### config.mk
export PLATFORM = sky130hd
export DESIGN_NAME = flux_observer_clamped_flat
export DESIGN_NICKNAME = d
export VERILOG_FILES = /design/src/fobs_pkg.sv /design/src/fobs_if.sv /design/src/fobs_alu.sv /design/src/flux_observer_clamped.sv /design/src/flat_wrapper.sv
export SDC_FILE = /design/constraint.sdc
export NUM_CORES = 2
export LEC_CHECK = 0
export CAP_MARGIN = 0
export CORE_UTILIZATION = 35
export CTS_CLUSTER_SIZE = 12
export DETAILED_ROUTE_END_ITERATION = 8
export DONT_BUFFER_PORTS = 1
export SYNTH_ARGS = -nofsm -noshare
export SYNTH_HDL_FRONTEND = slang
export SYNTH_SLANG_ARGS = --single-unit
### constraint.sdc
create_clock -name clk_i -period 18.85 [get_ports clk_i]
set_input_delay 0.9425 -clock clk_i [delete_from_list [all_inputs] [get_ports clk_i]]
set_output_delay 0.9425 -clock clk_i [all_outputs]
set_load 0.005 [all_outputs]
### src/fobs_pkg.sv
// Shared constants and the arctangent table for the flux observer.
package fobs_pkg;

  localparam int unsigned GainWidth  = 16;
  localparam int unsigned LimitWidth = 31;
  localparam int unsigned MaxSteps   = 24;
  localparam int unsigned IdxWidth   = 2;
  localparam int unsigned CfgWidth   = 31;

  localparam logic [IdxWidth-1:0] RegDtGain    = 2'd0;
  localparam logic [IdxWidth-1:0] RegRsDtGain  = 2'd1;
  localparam logic [IdxWidth-1:0] RegLsGain    = 2'd2;
  localparam logic [IdxWidth-1:0] RegFluxLimit = 2'd3;

  localparam logic [30:0] GainKQ30 = 31'd1768195364;
  localparam logic [31:0] InvKQ32  = 32'd2608131495;

  // Arctangent of 2^-i as a fraction of one turn in 32 bits.
  function automatic logic [31:0] turn_atan(input logic [4:0] idx);
    logic [31:0] r;
    case (idx)
      5'd0: r = 32'd536870912;  5'd1: r = 32'd316933406;
      5'd2: r = 32'd167458907;  5'd3: r = 32'd85004756;
      5'd4: r = 32'd42667331;   5'd5: r = 32'd21354465;
      5'd6: r = 32'd10679838;   5'd7: r = 32'd5340245;
      5'd8: r = 32'd2670163;    5'd9: r = 32'd1335087;
      5'd10: r = 32'd667544;    5'd11: r = 32'd333772;
      5'd12: r = 32'd166886;    5'd13: r = 32'd83443;
      5'd14: r = 32'd41722;     5'd15: r = 32'd20861;
      5'd16: r = 32'd10430;     5'd17: r = 32'd5215;
      5'd18: r = 32'd2608;      5'd19: r = 32'd1304;
      5'd20: r = 32'd652;       5'd21: r = 32'd326;
      5'd22: r = 32'd163;       5'd23: r = 32'd81;
      default: r = 32'd0;
    endcase
    return r;
  endfunction

endpackage

### src/fobs_if.sv
// Valid/ready channel interfaces for samples and flux results.
interface fobs_in_if #(parameter int unsigned SAMPLE_WIDTH = 16);
  logic                           valid;
  logic                           ready;
  logic signed [SAMPLE_WIDTH-1:0] i_alpha;
  logic signed [SAMPLE_WIDTH-1:0] i_beta;
  logic signed [SAMPLE_WIDTH-1:0] v_alpha;
  logic signed [SAMPLE_WIDTH-1:0] v_beta;
  modport source (output valid, i_alpha, i_beta, v_alpha, v_beta, input ready);
  modport sink (input valid, i_alpha, i_beta, v_alpha, v_beta, output ready);
endinterface

interface fobs_out_if;
  logic               valid;
  logic               ready;
  logic signed [31:0] flux_alpha;
  logic signed [31:0] flux_beta;
  logic signed [15:0] rotor_angle;
  logic               was_clamped;
  modport source (output valid, flux_alpha, flux_beta, rotor_angle, was_clamped,
                  input ready);
  modport sink (input valid, flux_alpha, flux_beta, rotor_angle, was_clamped,
                output ready);
endinterface

### src/fobs_alu.sv
// Shared datapath unit: one multiply-accumulate or one CORDIC micro-rotation per cycle.
module fobs_alu #(
  parameter int unsigned W  = 40,
  parameter int unsigned MW = 17
) (
  input  logic                 mac_i,
  input  logic signed [MW-1:0] ma_i,
  input  logic        [15:0]   mb_i,
  input  logic                 sub_i,
  input  logic signed [W-1:0]  acc_i,
  input  logic signed [W-1:0]  x_i,
  input  logic signed [W-1:0]  y_i,
  input  logic        [4:0]    sh_i,
  input  logic                 up_i,
  output logic signed [W-1:0]  acc_o,
  output logic signed [W-1:0]  x_o,
  output logic signed [W-1:0]  y_o
);
  logic signed [MW+16:0] prod;
  logic signed [W-1:0]   prod_x;
  logic signed [W-1:0]   xs;
  logic signed [W-1:0]   ys;

  always_comb begin
    prod   = ma_i * $signed({1'b0, mb_i});
    prod_x = W'(prod);
    acc_o  = sub_i ? acc_i - prod_x : acc_i + prod_x;
    xs     = x_i >>> sh_i;
    ys     = y_i >>> sh_i;
    // Up means a rotation that drives y toward zero from above.
    if (mac_i) begin
      x_o = x_i;
      y_o = y_i;
    end else if (up_i) begin
      x_o = x_i + ys;
      y_o = y_i - xs;
    end else begin
      x_o = x_i - ys;
      y_o = y_i + xs;
    end
  end
endmodule

### src/flux_observer_clamped.sv
// Flux observer with circular magnitude clamp, top level.
// Usage: one sample transfer on in_if (i_alpha, i_beta, v_alpha, v_beta)
// yields exactly one result transfer on out_if (clamped flux, angle, flag).
// The user must write configuration through cfg_we_i/cfg_idx_i/cfg_data_i while
// idle (unenforced); indexes: 0 dt_gain, 1 rs_dt_gain, 2 ls_gain, 3 flux_limit.
// One item is processed at a time through a single shared multiply-accumulate
// and shift-add unit under a sequencer, in these steps:
//   multiply-accumulate, three products per axis (StMac),
//   saturation and half-plane fold (StFold),
//   CORDIC vectoring over CORDIC_STEPS micro-rotations, at most MaxSteps (StVec),
//   forming the limit products and comparing against them (StLim),
//   replay of the rotations when the vector is clamped (StRot),
//   loading the result register (StDone).
// A zero flux vector skips the vectoring, the limit products and the rotations.
// in_if.ready stays low until the result has been transferred, so the block
// takes no new sample until the previous result has left out_if.
// Reset clears flux, previous currents, configuration and the counter to zero.
// A stalled receiver holds the result and keeps in_if.ready low.
module flux_observer_clamped #(
  parameter int unsigned SAMPLE_WIDTH = 16,
  parameter int unsigned FLUX_WIDTH   = 32,
  parameter int unsigned CORDIC_STEPS = 16
) (
  input  logic                          clk_i,
  input  logic                          rst_ni,
  input  logic                          cfg_we_i,
  input  logic [fobs_pkg::IdxWidth-1:0] cfg_idx_i,
  input  logic [fobs_pkg::CfgWidth-1:0] cfg_data_i,
  fobs_in_if.sink                       in_if,
  fobs_out_if.source                    out_if
);
  import fobs_pkg::*;

  localparam int unsigned MW = SAMPLE_WIDTH + 1;
  localparam int unsigned WSum = SAMPLE_WIDTH + 19;
  localparam int unsigned WFlux = (FLUX_WIDTH + 8 > 40) ? FLUX_WIDTH + 8 : 40;
  localparam int unsigned W = (WSum > WFlux) ? WSum : WFlux;
  localparam int Shift = int'(SAMPLE_WIDTH) + 15 - (int'(FLUX_WIDTH) - 8);
  localparam int unsigned Steps = (CORDIC_STEPS > MaxSteps) ? MaxSteps : CORDIC_STEPS;
  localparam logic signed [W-1:0] FluxMax = W'((64'sd1 <<< (FLUX_WIDTH - 1)) - 1);
  localparam logic signed [W-1:0] FluxMin = -FluxMax - W'(1);

  typedef enum logic [2:0] {
    StIdle, StMac, StFold, StVec, StLim, StRot, StDone, StOut
  } state_e;

  state_e state_q;
  logic [15:0] dt_q, rs_q, ls_q;
  logic [LimitWidth-1:0] lim_q;
  logic signed [FLUX_WIDTH-1:0] fa_q, fb_q;
  logic signed [SAMPLE_WIDTH-1:0] pa_q, pb_q, ia_q, ib_q, va_q, vb_q;
  logic signed [W-1:0] acc_q, da_q, x_q, y_q;
  logic [4:0] cnt_q;
  logic [31:0] ang_q;
  logic [MaxSteps-1:0] dirs_q;
  logic flip_q, clamp_q;
  logic [63:0] limk_q;

  logic signed [MW-1:0] ma;
  logic [15:0] mb;
  logic sub;
  logic up;
  logic signed [W-1:0] acc_n, x_n, y_n;

  fobs_alu #(.W(W), .MW(MW)) u_alu (
    .mac_i(state_q == StMac), .ma_i(ma), .mb_i(mb), .sub_i(sub),
    .acc_i(acc_q), .x_i(x_q), .y_i(y_q), .sh_i(cnt_q), .up_i(up),
    .acc_o(acc_n), .x_o(x_n), .y_o(y_n)
  );

  // Operand selection; samples are widened by one bit so the current change fits.
  always_comb begin
    logic signed [MW-1:0] i_s, p_s, v_s;
    i_s = MW'(cnt_q[2] ? ib_q : ia_q);
    p_s = MW'(cnt_q[2] ? pb_q : pa_q);
    v_s = MW'(cnt_q[2] ? vb_q : va_q);
    ma = v_s;
    mb = dt_q;
    sub = 1'b0;
    case (cnt_q[1:0])
      2'd1: begin ma = i_s; mb = rs_q; sub = 1'b1; end
      2'd2: begin ma = i_s - p_s; mb = ls_q; sub = 1'b1; end
      default: ;
    endcase
    up = (state_q == StRot) ? !dirs_q[cnt_q] : (y_q > 0);
  end

  function automatic logic signed [W-1:0] to_flux(input logic signed [W-1:0] p);
    if (Shift > 0) return p >>> Shift;
    else return p <<< (-Shift);
  endfunction

  function automatic logic signed [W-1:0] sat(input logic signed [W-1:0] v);
    if (v > FluxMax) return FluxMax;
    if (v < FluxMin) return FluxMin;
    return v;
  endfunction

  logic signed [W-1:0] nfa, nfb;
  always_comb begin
    nfa = sat(W'(fa_q) + to_flux(da_q));
    nfb = sat(W'(fb_q) + to_flux(acc_q));
  end

  assign in_if.ready = (state_q == StIdle);
  assign out_if.valid = (state_q == StOut);

  always_ff @(posedge clk_i or negedge rst_ni) begin
    if (!rst_ni) begin
      state_q <= StIdle;
      dt_q <= '0; rs_q <= '0; ls_q <= '0; lim_q <= '0;
      fa_q <= '0; fb_q <= '0; pa_q <= '0; pb_q <= '0;
      cnt_q <= '0;
    end else begin
      if (cfg_we_i) begin
        case (cfg_idx_i)
          RegDtGain:    dt_q  <= cfg_data_i[15:0];
          RegRsDtGain:  rs_q  <= cfg_data_i[15:0];
          RegLsGain:    ls_q  <= cfg_data_i[15:0];
          RegFluxLimit: lim_q <= cfg_data_i;
          default: ;
        endcase
      end
      case (state_q)
        StIdle: begin
          if (in_if.valid) begin
            ia_q <= in_if.i_alpha; ib_q <= in_if.i_beta;
            va_q <= in_if.v_alpha; vb_q <= in_if.v_beta;
            acc_q <= '0; cnt_q <= '0;
            state_q <= StMac;
          end
        end
        StMac: begin
          // Counter codes 0..2 build the alpha sum, 4..6 the beta sum.
          if (cnt_q == 5'd2) begin
            da_q <= acc_n; acc_q <= '0; cnt_q <= 5'd4;
          end else if (cnt_q == 5'd6) begin
            acc_q <= acc_n; state_q <= StFold;
          end else begin
            acc_q <= acc_n; cnt_q <= cnt_q + 5'd1;
          end
        end
        StFold: begin
          fa_q <= FLUX_WIDTH'(nfa); fb_q <= FLUX_WIDTH'(nfb);
          pa_q <= ia_q; pb_q <= ib_q;
          clamp_q <= 1'b0; dirs_q <= '0; cnt_q <= '0;
          if (nfa < 0) begin
            x_q <= -nfa; y_q <= -nfb; flip_q <= 1'b1; ang_q <= 32'h8000_0000;
          end else begin
            x_q <= nfa; y_q <= nfb; flip_q <= 1'b0; ang_q <= '0;
          end
          if (nfa == 0 && nfb == 0) state_q <= StDone;
          else if (Steps == 0) state_q <= StLim;
          else state_q <= StVec;
        end
        StVec: begin
          x_q <= x_n; y_q <= y_n;
          ang_q <= up ? ang_q + turn_atan(cnt_q) : ang_q - turn_atan(cnt_q);
          dirs_q[cnt_q] <= up;
          if (cnt_q == 5'(Steps - 1)) begin
            cnt_q <= '0; state_q <= StLim;
          end else begin
            cnt_q <= cnt_q + 5'd1;
          end
        end
        StLim: begin
          // First cycle forms lim*K, second compares it and forms lim/K.
          if (cnt_q == 5'd0) begin
            limk_q <= (64'(lim_q) * 64'(GainKQ30)) >> 30;
            cnt_q <= 5'd1;
          end else if (x_q > $signed({1'b0, limk_q[W-2:0]}) || limk_q[63:W-1] != '0 ?
                       (limk_q[63:W-1] == '0) : 1'b0) begin
            x_q <= W'((64'(lim_q) * 64'(InvKQ32)) >> 32);
            y_q <= '0; cnt_q <= '0; clamp_q <= 1'b1;
            state_q <= (Steps == 0) ? StDone : StRot;
          end else begin
            state_q <= StDone;
          end
        end
        StRot: begin
          x_q <= x_n; y_q <= y_n;
          if (cnt_q == 5'(Steps - 1)) state_q <= StDone;
          else cnt_q <= cnt_q + 5'd1;
        end
        StDone: begin
          if (clamp_q) begin
            fa_q <= FLUX_WIDTH'(sat(flip_q ? -x_q : x_q));
            fb_q <= FLUX_WIDTH'(sat(flip_q ? -y_q : y_q));
          end
          state_q <= StOut;
        end
        StOut: begin
          if (out_if.ready) state_q <= StIdle;
        end
        default: state_q <= StIdle;
      endcase
    end
  end

  assign out_if.flux_alpha  = 32'(fa_q);
  assign out_if.flux_beta   = 32'(fb_q);
  assign out_if.rotor_angle = 16'((ang_q + 32'h8000) >> 16);
  assign out_if.was_clamped = clamp_q;
endmodule

### src/flat_wrapper.sv
// flat-port wrapper written by rule: the top's interface ports become plain ports
module flux_observer_clamped_flat import fobs_pkg::*;
#(
  parameter int unsigned SAMPLE_WIDTH = 16,
  parameter int unsigned FLUX_WIDTH   = 32,
  parameter int unsigned CORDIC_STEPS = 16
)
  (clk_i, rst_ni, cfg_we_i, cfg_idx_i, cfg_data_i, in_if_valid, in_if_i_alpha, in_if_i_beta, in_if_v_alpha, in_if_v_beta, in_if_ready, out_if_valid, out_if_flux_alpha, out_if_flux_beta, out_if_rotor_angle, out_if_was_clamped, out_if_ready);
  fobs_in_if #(.SAMPLE_WIDTH(SAMPLE_WIDTH)) in_if_i ();
  fobs_out_if out_if_i ();
  input  logic clk_i;
  input  logic rst_ni;
  input  logic cfg_we_i;
  input  logic [fobs_pkg::IdxWidth-1:0] cfg_idx_i;
  input  logic [fobs_pkg::CfgWidth-1:0] cfg_data_i;
  input wire logic [$bits(in_if_i.valid)-1:0] in_if_valid;
  input wire logic [$bits(in_if_i.i_alpha)-1:0] in_if_i_alpha;
  input wire logic [$bits(in_if_i.i_beta)-1:0] in_if_i_beta;
  input wire logic [$bits(in_if_i.v_alpha)-1:0] in_if_v_alpha;
  input wire logic [$bits(in_if_i.v_beta)-1:0] in_if_v_beta;
  output wire logic [$bits(in_if_i.ready)-1:0] in_if_ready;
  output wire logic [$bits(out_if_i.valid)-1:0] out_if_valid;
  output wire logic [$bits(out_if_i.flux_alpha)-1:0] out_if_flux_alpha;
  output wire logic [$bits(out_if_i.flux_beta)-1:0] out_if_flux_beta;
  output wire logic [$bits(out_if_i.rotor_angle)-1:0] out_if_rotor_angle;
  output wire logic [$bits(out_if_i.was_clamped)-1:0] out_if_was_clamped;
  input wire logic [$bits(out_if_i.ready)-1:0] out_if_ready;
  assign in_if_i.valid = in_if_valid;
  assign in_if_i.i_alpha = in_if_i_alpha;
  assign in_if_i.i_beta = in_if_i_beta;
  assign in_if_i.v_alpha = in_if_v_alpha;
  assign in_if_i.v_beta = in_if_v_beta;
  assign in_if_ready = in_if_i.ready;
  assign out_if_valid = out_if_i.valid;
  assign out_if_flux_alpha = out_if_i.flux_alpha;
  assign out_if_flux_beta = out_if_i.flux_beta;
  assign out_if_rotor_angle = out_if_i.rotor_angle;
  assign out_if_was_clamped = out_if_i.was_clamped;
  assign out_if_i.ready = out_if_ready;
  flux_observer_clamped #(.SAMPLE_WIDTH(SAMPLE_WIDTH), .FLUX_WIDTH(FLUX_WIDTH), .CORDIC_STEPS(CORDIC_STEPS)) u_core (.clk_i(clk_i), .rst_ni(rst_ni), .cfg_we_i(cfg_we_i), .cfg_idx_i(cfg_idx_i), .cfg_data_i(cfg_data_i), .in_if(in_if_i), .out_if(out_if_i));
endmodule
==> results.md <==
* ANT nets after route at 0
* Delay-heaviest family, CP: compound AO/OA/AOI/OAI gates
* Relative slew slack at 13.9%
* First-pass GRT wire length at 442000 um
* Core Region at 238000 sq um
* Clock skew at 0.0679 ns
* Dpl hpwl at 241000 um
* DRC Markers at 10
* Synth Area in Compound Gates at 14.0%
* Synth unique cells at 116
* Crit path DAT at 15.23 ns
* Vias at around 67k
* Crit path launch type: flop
* Starting density of the core at 35.3%
* Post-Synth XOR/XNOR Area at approximately 5.6%
* Worst-path clk slew at approximately 0.060 ns
* Vias in the first global route at 67.9k
* Setup TNS Final at 0 ns
* Max Fclk at 67.5 MHz
* Pins over their slew limit at 0
* Post-detailed-route wirelength per cell at 24.5 um
* Clock Sink Count at 490
* Multi-input gate area at 63800 sq um
* CP Capture Type: flop
* Die Ht at 492 um
* Placed cell area at approximately 88000 sq um
* Gpl congestion at roughly 1
* Setup Viol. Count Final at 0
* Number of synthesized flops with an enable pin at 307
* Syn nets at ~11k
* Critical path class: flop to flop
* DR vias/cell at 5.62
* Worst EP required at slightly below 20 ns
* FF/Latch Area at 13800 sq um
* CTS Buf Count at 66
* Crit Path Max Fanout at 57
* Root buf cell: clkbuf_16
* Tcrit/Tclk final at approximately 79%
* Layout filler cell count at between 20k and 25k
* Hold Path Class: input pin to asynchronous set/reset pin
* Number of max-cap violations at 0
* GR peak layer: met2
* Design Area, Final at 90100 sq um
* Die Wd at 492 um
* WL final at 294000 um
* CTS tree: done
* Final hold vios at 0
* H-tree depth at 3
* Slew @ Worst Pin at 1.29 ns
* CTS max path bufs at 3
* Area Overhead vs Synth at 7.11%
* CP max stage cell: fa_1
* Initial antenna violation count at 13
* Die ar. at 242000 sq um
* Ys flop type: edfxtp_1
* RSZ-0062 raised after global routing: no
* Synth warn at 0
* Multiplexer share of the synthesized area at 6.54%
* Most frequent cells in the layout: inv_1, ha_1, fa_1, nor2_1, nand2_1
* Met1 Use GR at 32.0%
* FF-to-FF setup slack at 4.03 ns
* Initial DRT Pass Iterations at 9
* Syn_area_per_cell at 9.45 sq um
* M3 GR Usage at 3.62%
* Worst path most repeated cell: fa_1
* #FFs+latches synth at 490
* Largest family of logic cells by synthesized area: adder cells
* Number of buffers added on ports at 0
* GR Util met2 at 38.6%
* I/O pin count at 185
* Setup bufs post-CTS at 0
* Post-Syn Instances at 8899
* CP bufs+invs at 5
* Most common cell after layout, fill and taps aside: inv_1
* Site row count at about 180
* Mapped Area at between 80000 and 90000 sq um
* GRT Util Overall at 24.2%
* Worst path max stage delay at 0.73 ns
* Largest net degree at the start of global routing at 158
* Failing checks: DRC
* Outcome: complete, but fails checks
* Post-Synth Adder-Cell Area at between 30% and 40%
* Async set-reset flop share out of synthesis at 37.3%
* Register area share after synthesis at 16.4%
* Worst skew pair latency at about 0.73 ns
* # nets final at 10.9k
* Post-synthesis simple-gate area fraction at about 11%
* Fraction of layout cells with a size suffix above 1 at 7.45%
* Total grt overflow at 0
* 1st-iter DRT viols at ~6.5k
* Final min period at 14.82 ns
[routing by layer]
metal / part of all wire [%] / vias up
met5: 0.0071 / -
met4: 5.3 / 4
li1: - / 30340
met1: 42 / 33955
met3: 7.0 / 474
met2: 46 / 2675
[flip-flops by register name, indices dropped and copies added, names as in the netlist, 32 cells and up]
signal / flops
u_core.acc_q: 40
u_core.x_q: 40
u_core.y_q: 40
u_core.da_q: 33
u_core.ang_q: 32
u_core.limk_q: 32
u_core.out_if.flux_alpha: 32
u_core.out_if.flux_beta: 32
[logic make-up after synthesis]
kind of cell	count (synthesis)
buffers and inverters	1704
adder cells (fa/ha/maj)	2010
AND/OR/NAND/NOR	1922
multiplexers	388
XOR/XNOR	535
AO/OA/AOI/OAI	1850
flip-flops	490
[final cells by class]
| type | instances | area share, % |
|---|---|---|
| clock inverter | 41 | 0.588 |
| clock buffer | 80 | 1.96 |
| antenna | 22 | 0.0611 |
| inverter | 1371 | 5.71 |
| multi-input combinational | 6705 | 70.9 |
| tap | 3167 | 4.40 |
| timing repair buffer | 122 | 1.08 |
| sequential | 490 | 15.3 |
[cells in the mapped netlist, drive strengths merged (30+ instances only)]
cell type	instances	share of area [%]
buf	93	0.64
nor3	130	0.86
inv	1366	6.1
clkbuf	240	1.1
nand4	61	0.45
a22oi	30	0.27
nand2b	59	0.44
edfxtp	307	11
mux4	107	2.9
a21oi	502	3.0
nor2b	97	0.72
o31ai	60	0.54
dfrtp	183	5.4
fa	963	23
o21a	70	0.62
o22ai	46	0.34
mux2i	101	1.2
a211oi	60	0.54
mux2	180	2.4
xnor2	318	3.3
nand2	525	2.3
nor3b	43	0.40
nor4	46	0.37
ha	1041	15
o211ai	61	0.56
o21ai	447	2.7
xor2	217	2.3
and3	51	0.38
o21bai	50	0.45
nand3	123	0.74
or2	39	0.29
nor2	559	2.5
a21o	191	1.7
or3	47	0.35
a31oi	82	0.63
and2	71	0.53
[worst register-to-register path: cells and delay by family (launching register included)]
family,cells,cell delay (ns)
multiplexers,2,0.77
buffers and inverters,5,1.04
adder cells (fa/ha/maj),9,4.11
flip-flops,1,0.67
AO/OA/AOI/OAI,18,5.04
XOR/XNOR,4,1.23
AND/OR/NAND/NOR,8,1.67
[per-stage QoR]
step | hold WS (ns) | util (%) | setup WS, ns | std cells
3_5_place_dp | 0.495 | 36.8 | 4.22 | 11853
5_1_grt | 0.105 | 37.8 | 3.06 | 11993
3_3_place_gp | 0.488 | 36.8 | 4.55 | 11853
2_1_floorplan | 0.473 | - | 5.13 | 8899
6_report | 0.0617 | 37.8 | 4.03 | 11998
4_1_cts | 0.0834 | 37.8 | 4.13 | 11976
[what timing repair did]
action                    4_1_cts  5_1_grt
hold buffers                    2        0
gates resized for setup         0        0
hold endpoints to repair      157        0
[worst paths after layout]
kind | from | to | cells past startpoint
max | u_core.cnt_q[2] | u_core.acc_q[39] | 46
min | rst_ni | u_core.lim_q[19] | 1
max reg2reg | u_core.cnt_q[2] | u_core.acc_q[39] | 46
min reg2reg | u_core.rs_q[12] | u_core.rs_q[12] | 1
max in group asynchronous | rst_ni | u_core.cnt_q[1] | 1
min in group clk_i | in_if_i_beta[1] | u_core.ib_q[1] | 0
Power is not shown: default switching activity piles up to over one toggle a cycle in this logic, so the estimate is an artifact.
